File: config.mk
export PLATFORM = sky130hd
export DESIGN_NAME = cartridge_bank_controller_flat
export DESIGN_NICKNAME = d
export VERILOG_FILES = /design/src/hdl/cbc_pkg.sv /design/src/hdl/cbc_if.sv /design/src/hdl/cartridge_bank_controller.sv /design/src/hdl/cbc_bank_regs.sv /design/src/hdl/cbc_decode.sv /design/src/flat_wrapper.sv
export SDC_FILE = /design/constraint.sdc
export NUM_CORES = 1
export LEC_CHECK = 0
export ABC_AREA = 0
export ABC_CLOCK_PERIOD_IN_PS = 2029
export BUFFER_PORTS_ARGS = -buffer_cell sky130_fd_sc_hd__buf_2
export CAP_MARGIN = 20
export CORE_AREA = 3 3 104 76
export DETAILED_ROUTE_END_ITERATION = 6
export DIE_AREA = 0 0 107 79
export GPL_TIMING_DRIVEN = 0
export PLACE_DENSITY = 0.8
export SYNTH_ARGS = -nofsm -noshare
export SYNTH_HDL_FRONTEND = slang
export SYNTH_SLANG_ARGS = --single-unit
File: constraint.sdc
create_clock -name clk -period 2.03 [get_ports clk]
set_input_delay 0.203 -clock clk [delete_from_list [all_inputs] [get_ports clk]]
set_output_delay 0.203 -clock clk [all_outputs]
set_load 0.1 [all_outputs]
File: src/hdl/cbc_pkg.sv
package cbc_pkg;

  // Controller kinds held in the configuration register
  localparam logic [2:0] KIND_NONE = 3'd0;
  localparam logic [2:0] KIND_MBC1 = 3'd1;
  localparam logic [2:0] KIND_MBC2 = 3'd2;
  localparam logic [2:0] KIND_MBC3 = 3'd3;
  localparam logic [2:0] KIND_MBC5 = 3'd4;

  // Result target classes
  localparam logic [2:0] TGT_ROM     = 3'd0;
  localparam logic [2:0] TGT_RAM     = 3'd1;
  localparam logic [2:0] TGT_CLOCK   = 3'd2;
  localparam logic [2:0] TGT_OPEN    = 3'd3;
  localparam logic [2:0] TGT_CONTROL = 3'd4;
  localparam logic [2:0] TGT_OUTSIDE = 3'd5;

  // Access commands
  localparam logic CMD_READ  = 1'b0;
  localparam logic CMD_WRITE = 1'b1;

  localparam int unsigned ROM_BANK_BYTES = 16384;
  localparam int unsigned RAM_BANK_BYTES = 8192;

  localparam logic [8:0] ROM_BANK_RESET = 9'd1;

  typedef struct packed {
    logic [8:0] rom_bank;
    logic [3:0] ram_bank;
    logic       ram_enabled;
    logic       ram_banking_mode;
    logic       clock_selected;
    logic [2:0] clock_register_select;
  } bank_state_t;

  typedef struct packed {
    logic        command;
    logic [15:0] bus_address;
    logic [7:0]  write_data;
  } access_t;

  typedef struct packed {
    logic [2:0]  target;
    logic [22:0] byte_offset;
    logic [2:0]  clock_index;
  } result_t;

endpackage

File: src/hdl/cbc_if.sv
interface cbc_access_if;
  logic        valid;
  logic        ready;
  logic        command;
  logic [15:0] bus_address;
  logic [7:0]  write_data;

  modport source (output valid, output command, output bus_address, output write_data,
                  input ready);
  modport sink (input valid, input command, input bus_address, input write_data,
                output ready);
endinterface

interface cbc_result_if;
  logic        valid;
  logic        ready;
  logic [2:0]  target;
  logic [22:0] byte_offset;
  logic [2:0]  clock_index;

  modport source (output valid, output target, output byte_offset, output clock_index,
                  input ready);
  modport sink (input valid, input target, input byte_offset, input clock_index,
                output ready);
endinterface

interface cbc_cfg_if;
  logic       valid;
  logic       ready;
  logic [2:0] controller_kind;

  modport source (output valid, output controller_kind, input ready);
  modport sink (input valid, input controller_kind, output ready);
endinterface

File: src/hdl/cartridge_bank_controller.sv
// Cartridge bank controller: decodes one CPU bus access per beat on in_bus into a
// target class with a ROM/RAM byte offset or a clock register index on out_res, and
// applies control writes (0000-7FFF) to the bank registers under the controller kind
// set through cfg_wr. Throughput is one beat per cycle unless out_res stalls;
// an input register and a result register sit around a single decode pass. The input
// register keeps accepting while a result waits, so one beat is absorbed during an
// output stall. Each result reflects the bank state left by all earlier beats.
module cartridge_bank_controller
  import cbc_pkg::*;
(
  input  logic clk,
  input  logic rst_n,
  cbc_access_if.sink   in_bus,
  cbc_result_if.source out_res,
  cbc_cfg_if.sink      cfg_wr
);

  logic        kind_r;
  logic [2:0]  ctrl_kind_r;
  logic        s1_v_r;
  logic        s1_v_nxt;
  access_t     s1_r;
  logic        out_v_r;
  logic        out_v_nxt;
  result_t     out_r;
  result_t     res;
  bank_state_t bank_state;
  logic        advance;
  logic        in_acc;
  logic        ctrl_wr;

  assign cfg_wr.ready = 1'b1;

  always_ff @(posedge clk) begin
    if (!rst_n) begin
      ctrl_kind_r <= KIND_NONE;
      kind_r      <= 1'b0;
    end else if (cfg_wr.valid) begin
      ctrl_kind_r <= cfg_wr.controller_kind;
      kind_r      <= 1'b1;
    end
  end

  assign advance      = s1_v_r && (!out_v_r || out_res.ready);
  assign in_bus.ready = !s1_v_r || advance;
  assign in_acc       = in_bus.valid && in_bus.ready;
  assign s1_v_nxt     = in_acc || (s1_v_r && !advance);
  assign out_v_nxt    = advance || (out_v_r && !out_res.ready);
  assign ctrl_wr      = advance && (s1_r.command == CMD_WRITE) && !s1_r.bus_address[15];

  always_ff @(posedge clk) begin
    if (!rst_n) begin
      s1_v_r  <= 1'b0;
      out_v_r <= 1'b0;
    end else begin
      s1_v_r  <= s1_v_nxt;
      out_v_r <= out_v_nxt;
    end
  end

  // hold payloads while their stage stalls
  always_ff @(posedge clk) begin
    if (in_acc) begin
      s1_r.command     <= in_bus.command;
      s1_r.bus_address <= in_bus.bus_address;
      s1_r.write_data  <= in_bus.write_data;
    end
    if (advance) begin
      out_r <= res;
    end
  end

  cbc_bank_regs u_regs (
    .clk   (clk),
    .rst_n (rst_n),
    .wr_en (ctrl_wr && (kind_r || ctrl_kind_r == KIND_NONE)),
    .kind  (ctrl_kind_r),
    .addr  (s1_r.bus_address),
    .data  (s1_r.write_data),
    .state (bank_state)
  );

  cbc_decode u_decode (
    .acc   (s1_r),
    .state (bank_state),
    .res   (res)
  );

  assign out_res.valid       = out_v_r;
  assign out_res.target      = out_r.target;
  assign out_res.byte_offset = out_r.byte_offset;
  assign out_res.clock_index = out_r.clock_index;

endmodule

File: src/hdl/cbc_bank_regs.sv
module cbc_bank_regs
  import cbc_pkg::*;
(
  input  logic        clk,
  input  logic        rst_n,
  input  logic        wr_en,
  input  logic [2:0]  kind,
  input  logic [15:0] addr,
  input  logic [7:0]  data,
  output bank_state_t state
);

  bank_state_t state_r;
  bank_state_t state_nxt;

  always_comb begin
    logic [8:0] rb;
    rb = state_r.rom_bank;
    state_nxt = state_r;
    case (kind)
      KIND_MBC1: begin
        if (addr[14:13] == 2'd0) begin
          state_nxt.ram_enabled = (data & 8'h0A) != 8'd0;
        end else if (addr[14:13] == 2'd1) begin
          rb = {2'b00, state_r.rom_bank[6:5], data[4:0]};
          if (rb[4:0] == 5'd0) rb[0] = 1'b1;
          state_nxt.rom_bank = rb;
        end else if (addr[14:13] == 2'd2) begin
          if (!state_r.ram_banking_mode) begin
            rb = {2'b00, data[1:0], state_r.rom_bank[4:0]};
            if (rb[4:0] == 5'd0) rb[0] = 1'b1;
            state_nxt.rom_bank = rb;
          end else if (data <= 8'h03) begin
            state_nxt.ram_bank = data[3:0];
          end
        end else begin
          state_nxt.ram_banking_mode = data != 8'd0;
        end
      end
      KIND_MBC2: begin
        if (addr[14:13] == 2'd0) begin
          if (!addr[8]) state_nxt.ram_enabled = !state_r.ram_enabled;
        end else if (addr[14:13] == 2'd1) begin
          if (addr[8]) begin
            state_nxt.rom_bank = (data[3:0] == 4'd0) ? 9'd1 : {5'd0, data[3:0]};
          end
        end
      end
      KIND_MBC3: begin
        if (addr[14:13] == 2'd0) begin
          state_nxt.ram_enabled = (data & 8'h0A) != 8'd0;
        end else if (addr[14:13] == 2'd1) begin
          state_nxt.rom_bank = (data[6:0] == 7'd0) ? 9'd1 : {2'd0, data[6:0]};
        end else if (addr[14:13] == 2'd2) begin
          if (data <= 8'h03) begin
            state_nxt.clock_selected = 1'b0;
            state_nxt.ram_bank       = data[3:0];
          end else if (data >= 8'h08 && data <= 8'h0C) begin
            state_nxt.clock_selected        = 1'b1;
            state_nxt.clock_register_select = 3'(data - 8'h08);
          end
        end
      end
      KIND_MBC5: begin
        if (addr[14:13] == 2'd0) begin
          state_nxt.ram_enabled = (data & 8'h0A) != 8'd0;
        end else if (addr[14:12] == 3'd2) begin
          state_nxt.rom_bank = {state_r.rom_bank[8], data};
        end else if (addr[14:12] == 3'd3) begin
          state_nxt.rom_bank = {data[0], state_r.rom_bank[7:0]};
        end else if (addr[14:13] == 2'd2) begin
          if (data <= 8'h0F) state_nxt.ram_bank = data[3:0];
        end
      end
      default: begin
        state_nxt = state_r;
      end
    endcase
  end

  always_ff @(posedge clk) begin
    if (!rst_n) begin
      state_r.rom_bank              <= ROM_BANK_RESET;
      state_r.ram_bank              <= 4'd0;
      state_r.ram_enabled           <= 1'b0;
      state_r.ram_banking_mode      <= 1'b0;
      state_r.clock_selected        <= 1'b0;
      state_r.clock_register_select <= 3'd0;
    end else if (wr_en) begin
      state_r <= state_nxt;
    end
  end

  assign state = state_r;

endmodule

File: src/hdl/cbc_decode.sv
module cbc_decode
  import cbc_pkg::*;
(
  input  access_t     acc,
  input  bank_state_t state,
  output result_t     res
);

  logic [22:0] rom_base;
  logic [22:0] ram_base;

  assign rom_base = 23'(state.rom_bank) * 23'(ROM_BANK_BYTES);
  assign ram_base = 23'(state.ram_bank) * 23'(RAM_BANK_BYTES);

  always_comb begin
    res.target      = TGT_OUTSIDE;
    res.byte_offset = 23'd0;
    res.clock_index = 3'd0;
    if (!acc.bus_address[15]) begin
      if (acc.command == CMD_WRITE) begin
        res.target = TGT_CONTROL;
      end else if (!acc.bus_address[14]) begin
        res.target      = TGT_ROM;
        res.byte_offset = 23'(acc.bus_address);
      end else begin
        res.target      = TGT_ROM;
        res.byte_offset = rom_base + 23'(acc.bus_address[13:0]);
      end
    end else if (acc.bus_address[15:13] == 3'b101) begin
      if (!state.ram_enabled) begin
        res.target = TGT_OPEN;
      end else if (state.clock_selected) begin
        res.target      = TGT_CLOCK;
        res.clock_index = state.clock_register_select;
      end else begin
        res.target      = TGT_RAM;
        res.byte_offset = ram_base + 23'(acc.bus_address[12:0]);
      end
    end
  end

endmodule

File: src/flat_wrapper.sv
// flat-port wrapper written by rule: the top's interface ports become plain ports
module cartridge_bank_controller_flat import cbc_pkg::*;
  (clk, rst_n, in_bus_valid, in_bus_command, in_bus_bus_address, in_bus_write_data, in_bus_ready, out_res_valid, out_res_target, out_res_byte_offset, out_res_clock_index, out_res_ready, cfg_wr_valid, cfg_wr_controller_kind, cfg_wr_ready);
  cbc_access_if in_bus_i ();
  cbc_result_if out_res_i ();
  cbc_cfg_if cfg_wr_i ();
  input  logic clk;
  input  logic rst_n;
  input wire logic [$bits(in_bus_i.valid)-1:0] in_bus_valid;
  input wire logic [$bits(in_bus_i.command)-1:0] in_bus_command;
  input wire logic [$bits(in_bus_i.bus_address)-1:0] in_bus_bus_address;
  input wire logic [$bits(in_bus_i.write_data)-1:0] in_bus_write_data;
  output wire logic [$bits(in_bus_i.ready)-1:0] in_bus_ready;
  output wire logic [$bits(out_res_i.valid)-1:0] out_res_valid;
  output wire logic [$bits(out_res_i.target)-1:0] out_res_target;
  output wire logic [$bits(out_res_i.byte_offset)-1:0] out_res_byte_offset;
  output wire logic [$bits(out_res_i.clock_index)-1:0] out_res_clock_index;
  input wire logic [$bits(out_res_i.ready)-1:0] out_res_ready;
  input wire logic [$bits(cfg_wr_i.valid)-1:0] cfg_wr_valid;
  input wire logic [$bits(cfg_wr_i.controller_kind)-1:0] cfg_wr_controller_kind;
  output wire logic [$bits(cfg_wr_i.ready)-1:0] cfg_wr_ready;
  assign in_bus_i.valid = in_bus_valid;
  assign in_bus_i.command = in_bus_command;
  assign in_bus_i.bus_address = in_bus_bus_address;
  assign in_bus_i.write_data = in_bus_write_data;
  assign in_bus_ready = in_bus_i.ready;
  assign out_res_valid = out_res_i.valid;
  assign out_res_target = out_res_i.target;
  assign out_res_byte_offset = out_res_i.byte_offset;
  assign out_res_clock_index = out_res_i.clock_index;
  assign out_res_i.ready = out_res_ready;
  assign cfg_wr_i.valid = cfg_wr_valid;
  assign cfg_wr_i.controller_kind = cfg_wr_controller_kind;
  assign cfg_wr_ready = cfg_wr_i.ready;
  cartridge_bank_controller u_core (.clk(clk), .rst_n(rst_n), .in_bus(in_bus_i), .out_res(out_res_i), .cfg_wr(cfg_wr_i));
endmodule
== After elaboration in Yosys (flattened, before gate mapping) ==
Index checks and enable logic that the tools add are counted.

* Flip-flop bits (word level): 79
* Input port bits: 33
* Output and inout bits: 32
* Word-level logic and storage cells: 152

* $add $sub $neg: 3
* Order comparisons: 4
* Equality and inequality tests: 35
* Multiplexer cells: 43
* Bitwise gates (word level): 4
* Reductions and logical operators: 43

{| class="wikitable"
|+ Operators by type and width
! operator !! count
|-
| 9-bit 2-to-1 mux || 8
|-
| 13-bit 2-to-1 mux || 4
|-
| 23-bit 2-to-1 mux || 2
|-
| 4-bit 2-to-1 mux || 11
|-
| 2-bit inequality test (second input constant) || 21
|-
| 13-bit AND reduction || 3
|-
| 9-bit one-hot mux with 4 select lines || 1
|-
| 29-bit 2-to-1 mux || 1
|-
| 26-bit 2-to-1 mux || 1
|-
| 23-bit by 14-bit adder with 23-bit output || 1
|-
| 21-bit 2-to-1 mux || 1
|-
| 17-bit by 13-bit adder with 18-bit output || 1
|-
| 18-bit 2-to-1 mux || 1
|-
| 8-bit by 4-bit less-or-equal comparator with 1-bit output (second input constant) || 2
|-
| 8-bit nonzero test || 2
|-
| 14-bit AND reduction || 1
|-
| 3-bit by 2-bit equality test with 1-bit output (second input constant) || 4
|-
| 4-bit one-hot mux with 3 select lines || 1
|-
| 12-bit AND reduction || 1
|-
| 11-bit AND reduction || 1
|-
| 5-bit zero test || 2
|-
| 5-bit AND reduction || 2
|-
| 3-bit inequality test (second input constant) || 3
|-
| 8-bit by 4-bit greater-or-equal comparator with 1-bit output (second input constant) || 1
|-
| 27 further kinds || 56
|}

== Longest topological paths before layout ==
* Depth in word-level cells: 7
* Depth in mapped cells: 8
* Mapped depth without buffers: 7

== Hierarchy ==
A second synthesis with hierarchy kept.

* Cells, all modules: 287
* Area, all modules: 3,594.7 µm²

{| class="wikitable"
|+ Modules (own cells, without submodules)
! module !! times used !! cells an instance !! area an instance (µm²) !! sequential area each (µm²)
|-
| cartridge_bank_controller || 1 || 81 || 1,885.6 || 1,741.7
|-
| cbc_bank_regs || 1 || 155 || 1,332.5 || 380.4
|-
| cbc_decode || 1 || 51 || 376.6 || 0.0
|}

== Worst setup path after synthesis ==
No wires, ideal clock.

* Kind: register to register
* From: register u_core.out_v_r (netlist: u_core.out_res.valid)
* To: register u_core.s1_r[0] in the netlist's numbering (enable)
* Library setup time: 367 ps
* Arrival time: 2,483 ps
* Required time: 1,663 ps
* Path slack: -820 ps
* Cell stages (with the launch flop): 4
* Path buffers: 0
* Clock period less this slack: 2,850 ps
* Cells stage by stage: dfxtp_1 -> nor2b_1 -> nand2_1 -> and2_1

* Cells in the longest elaborated chain, start to end: 5

{| class="wikitable"
|+ RTL lines
! what !! RTL line !! RTL
|-
| from (decl) || cartridge_bank_controller.sv:23 || <nowiki>logic out_v_r;</nowiki>
|-
| from (signal assigned) || cartridge_bank_controller.sv:57 || <nowiki>out_v_r <= out_v_nxt;</nowiki>
|-
| 1-bit zero test || cartridge_bank_controller.sv:44 || <nowiki>assign advance = s1_v_r && (!out_v_r || out_res.ready);</nowiki>
|-
| 1-bit logical OR || cartridge_bank_controller.sv:44 ||
|-
| 1-bit logical AND || cartridge_bank_controller.sv:44 ||
|-
| 1-bit logical OR || cartridge_bank_controller.sv:45 || <nowiki>assign in_bus.ready = !s1_v_r || advance;</nowiki>
|-
| named net in_bus_ready || flat_wrapper.sv:13 || <nowiki>output wire logic [$bits(in_bus_i.ready)-1:0] in_bus_ready;</nowiki>
|-
| 1-bit logical AND || cartridge_bank_controller.sv:46 || <nowiki>assign in_acc = in_bus.valid && in_bus.ready;</nowiki>
|-
| named net u_core.in_acc || cartridge_bank_controller.sv:29 || <nowiki>logic in_acc;</nowiki>
|-
| to (decl) || cartridge_bank_controller.sv:22 || <nowiki>access_t s1_r;</nowiki>
|}

The timed path passes the listed nets, and every way through them passes these cells.
A chain may end at the register's enable or synchronous reset.

== Final worst setup path ==
* From: register u_core.s1_r[22] in the netlist's numbering
* To: register u_core.u_regs.state_r, in the netlist u_core.u_regs.state[17]

* Cells in the longest elaborated chain, start to end: 4
* Elaborated cells between the ends (all ways): 19
* Those cells by class: eq/ne (12); mux (5); reduce/logical (2)

{| class="wikitable"
|+ RTL lines
! what !! RTL line !! RTL
|-
| 3-bit by 2-bit equality test with 1-bit output or 2-bit by 1-bit equality test with 1-bit output (tied branches) || - ||
|-
| 9-bit 2-to-1 mux, on equally long branches || cbc_bank_regs.sv:67, cbc_bank_regs.sv:24 ||
|-
| 13-bit 2-to-1 mux, on equally long branches || cbc_bank_regs.sv:65, cbc_bank_regs.sv:22 ||
|-
| 9-bit one-hot mux with 4 select lines || cbc_bank_regs.sv:20 || <nowiki>case (kind)</nowiki>
|-
| to (signal assigned) || cbc_bank_regs.sv:90 || <nowiki>state_r <= state_nxt;</nowiki>
|-
| to (decl) || cbc_bank_regs.sv:13 || <nowiki>bank_state_t state_r;</nowiki>
|}

Several ways; a longest one is shown, not always the timed one. The select of a mux whose other input is x is not followed.

==> flow_summary_export.csv <==
group,metric,value,unit
finish,final_nets,412,
die,initial_core_util,51.0,%
job,maxCapViolCount,0,
sta,rsz0062_at_grt,"true",
clock_tree,clkSinkCount,79,
drt,ant_nets,0,
die,num_rows,25,
synthesis,yosys.area.top_type,"edfxtp_1",
pwr,power_density,810,mW/mm²
synthesis,synthCells,280,
sta,slew_headroom,56.6,%
placement,hpwl,5.48,mm
die,num_io_pins,65,
finish,layout-drive-gt1-share,37.8,%
synthesis,yosys.area.top_type_share,46.4,%
sta,setup_slack,-21.8,ps
sta,tightest_slew,652,ps
drt,wl_met2,3.65,mm
placement,io_buffers,63,
min_path,hold_depth,1,
synthesis,synth_flop_cell,"edfxtp_1",
pwr,ir_worst_vdd,0.455,mV
critical_path,cp.arrival,2330,ps
grt,grtUsageTotal,19.2,%
finish,design_area,0.00452,mm²
drt,wirelength,7.88,mm
grt,grt.overflow.total,0,
sta,fin_crit,2050,ps
die,coreArea,0.00685,mm²
critical_path,endpoint_kind,"register",
clock_tree,cts_tree,"done",
finish,fin_cells,475,
clock_tree,cts_max_level,3,
clock_tree,cts_max_path_buffers,2,
synthesis,synth_edf_count,54,
drt,wl_met3,564,µm
sta,drv_slew,0,
drt,viasPerCell,5.42,
sta,finalSetupViolCount,2,
finish,fin_util,65.9,%
drt,drtIter0Drc,176,
grt,grt_pass1_vias,2401,
outcome,violations,"setup timing",
synthesis,ys_ff_latch,79,
placement,pre_cts_slack,-586,ps
critical_path,worstPathMaxFanout,4,
grt,grt_pass1_wl,12.3,mm
pwr,leakagePower,1.72,nW
synthesis,syn_nets,316,
min_path,hp-class,"input pin to register",
sta,finalCritPeriodShare,101,%
critical_path,critPathKind,"register to register",
placement,routabilityCongestion,0.950,
die,die_h,79,µm
critical_path,r2r_cells,8,
synthesis,yosysMostFrequentCell,"edfxtp_1",
drt,highest_layer,"met4",
drt,vias,2573,
synthesis,yosys_warnings,0,
finish,antenna_cells,0,
synthesis,syn_area,0.00349,mm²
sta,fin_skew,11.5,ps
die,die_area,0.00845,mm²
clock_tree,clock_latency,350,ps
clock_tree,cts_buffers,9,
finish,area_growth,29.3,%
die,fp.dieW,107,µm
critical_path,cp_data_required_time,2310,ps
drt,first_pass_iters,5,
placement,dp.cells,438,
grt,antenna_found_initial,0,
outcome,outcome,"finished, violations left",
clock_tree,cts_root_buffer,"clkbuf_8",
synthesis,synthArstFlopShare,0,%
grt,grt_max_degree,26,
clock_tree,clkTransAtPathRegs,80,ps
sta,max_freq,0.487,GHz
drt,post-route-drc-count,0,
placement,placed_area,0.00397,mm²
critical_path,startpoint_type,"register",
synthesis,synth_area_leaders,"edfxtp_1 (46%), dfxtp_1 (14%), nor2b_1 (4.8%)",
finish,nFillCells,520,
synthesis,avgSynthCellArea,12.5,µm²
synthesis,yosysSeqAreaShare,60.7,%
drt,wl_met1,3.56,mm
sta,hold_viol_final,0,
synthesis,synthTopCellsByCount,"edfxtp_1 (54), nor2b_1 (27), dfxtp_1 (25)",
synthesis,synth_cell_types,57,
drt,wire_per_inst,16.6,µm
sta,finalSetupTns,-32.0,ps
-- logic make-up (layout without fill, tap and decap cells) --
| kind of cell | Yosys count | count (layout) | share of synthesized area, % |
|---|---|---|---|
| and+or+nand+nor | 122 | 122 | 21.9 |
| DFF | 79 | 79 | 60.7 |
| AOI/OAI and AO/OA | 44 | 44 | 9.35 |
| buffers and inverters | 17 | 118 | 2.86 |
| muxes | 13 | 13 | 3.72 |
| adders and majority gates | 3 | 3 | 1.07 |
| other | 1 | 1 | 0.107 |
| xor gates and xnor gates | 1 | 1 | 0.251 |
-- what timing repair did --
action	4_1_cts	5_1_grt
hold buffers	0	1
hold endpoints to repair	0	1
setup buffers	17	3
pin swaps	8	9
setup endpoints to repair	34	27
resized for setup	25	16
-- path summary, 6_finish.rpt --
check,start,to,slack [ps]
worst min-delay path,in_bus_bus_address[5],u_core.s1_r[13],20
worst max-delay path,u_core.s1_r[22],u_core.u_regs.state[17],-20
worst max register to register,u_core.s1_r[22],u_core.u_regs.state[17],-20
worst min register to register,u_core.u_regs.state[18],u_core.u_regs.state[18],460
-- critical path: stages (launching register included) --
cell,delay [ps]
edfxtp_1,430
buf_6,160
inv_8,60
ha_2,270
or3b_2,480
a21oi_4,200
nor4b_4,80
nand2b_1,170
a21boi_1,120
-- cell type report --
class                   instances  area, µm²  share of cell area, %
plain buffers                  12       96.3                   2.13
clock buffers                  11        141                   3.13
clock inverters                 5       82.6                   1.83
inverters                       5       26.3                  0.582
multi-input cells             184       1410                   31.2
flip-flops and latches         79       2130                   47.1
well taps                      94        118                   2.60
repair buffers                 85        518                   11.5
-- where the power goes --
part / switching, mW / leakage, nW / total (mW) / internal (mW)
combinational: 0.388 / 0.889 / 0.553 / 0.164
sequential: 0.0374 / 0.720 / 1.82 / 1.79
clock: 0.551 / 0.113 / 1.28 / 0.728
total: 0.977 / 1.72 / 3.66 / 2.68
-- stage by stage --
step	hold WS [ps]	total power, mW
after floorplan	302	2.22
after global placement	379	2.33
final	21.2	3.66
after CTS	8.95	3.66
after detailed placement	381	2.35
after global routing	7.17	3.79
-- state kept, by name (all words and copies together), names as in the netlist --
register	cells
u_core.ctrl_kind_r	3
u_core.kind_r	1
u_core.out_res.clock_index	3
u_core.out_res.byte_offset	23
u_core.s1_v_r	1
u_core.out_res.valid	1
u_core.out_res.target	3
u_core.s1_r	25
u_core.u_regs.state	19
-- cells in the final DEF, fill, tap and decap left out, types with 3 or more instances in the layout --
cell type and n:
edfxtp_1 54, clkbuf_8 11, and3_1 9, a21boi_1 5
buf_2 65, inv_1 3, buf_6 6, nor3_1 3
dfxtp_1 24, nor2b_1 27, o21ai_0 6, mux2i_1 13
nand2b_1 6, nor4_1 3, a31oi_1 3, nor2_1 11
nand3_1 6, nand2_1 23, and2_1 4, a22o_1 4
o21a_1 3, clkbuf_1 3, a21oi_1 7, nor3b_2 3
buf_4 18
-- routing by layer --
| metal | vias to the layer above | GRT usage, % |
|---|---|---|
| li1 | 1228 | - |
| met1 | 1235 | 26.6 |
| met2 | 94 | 29.1 |
| met3 | 16 | 5.77 |
| met4 | 0 | 6.00 |
| met5 | - | 0 |
Power figures use the tool's default switching activity.
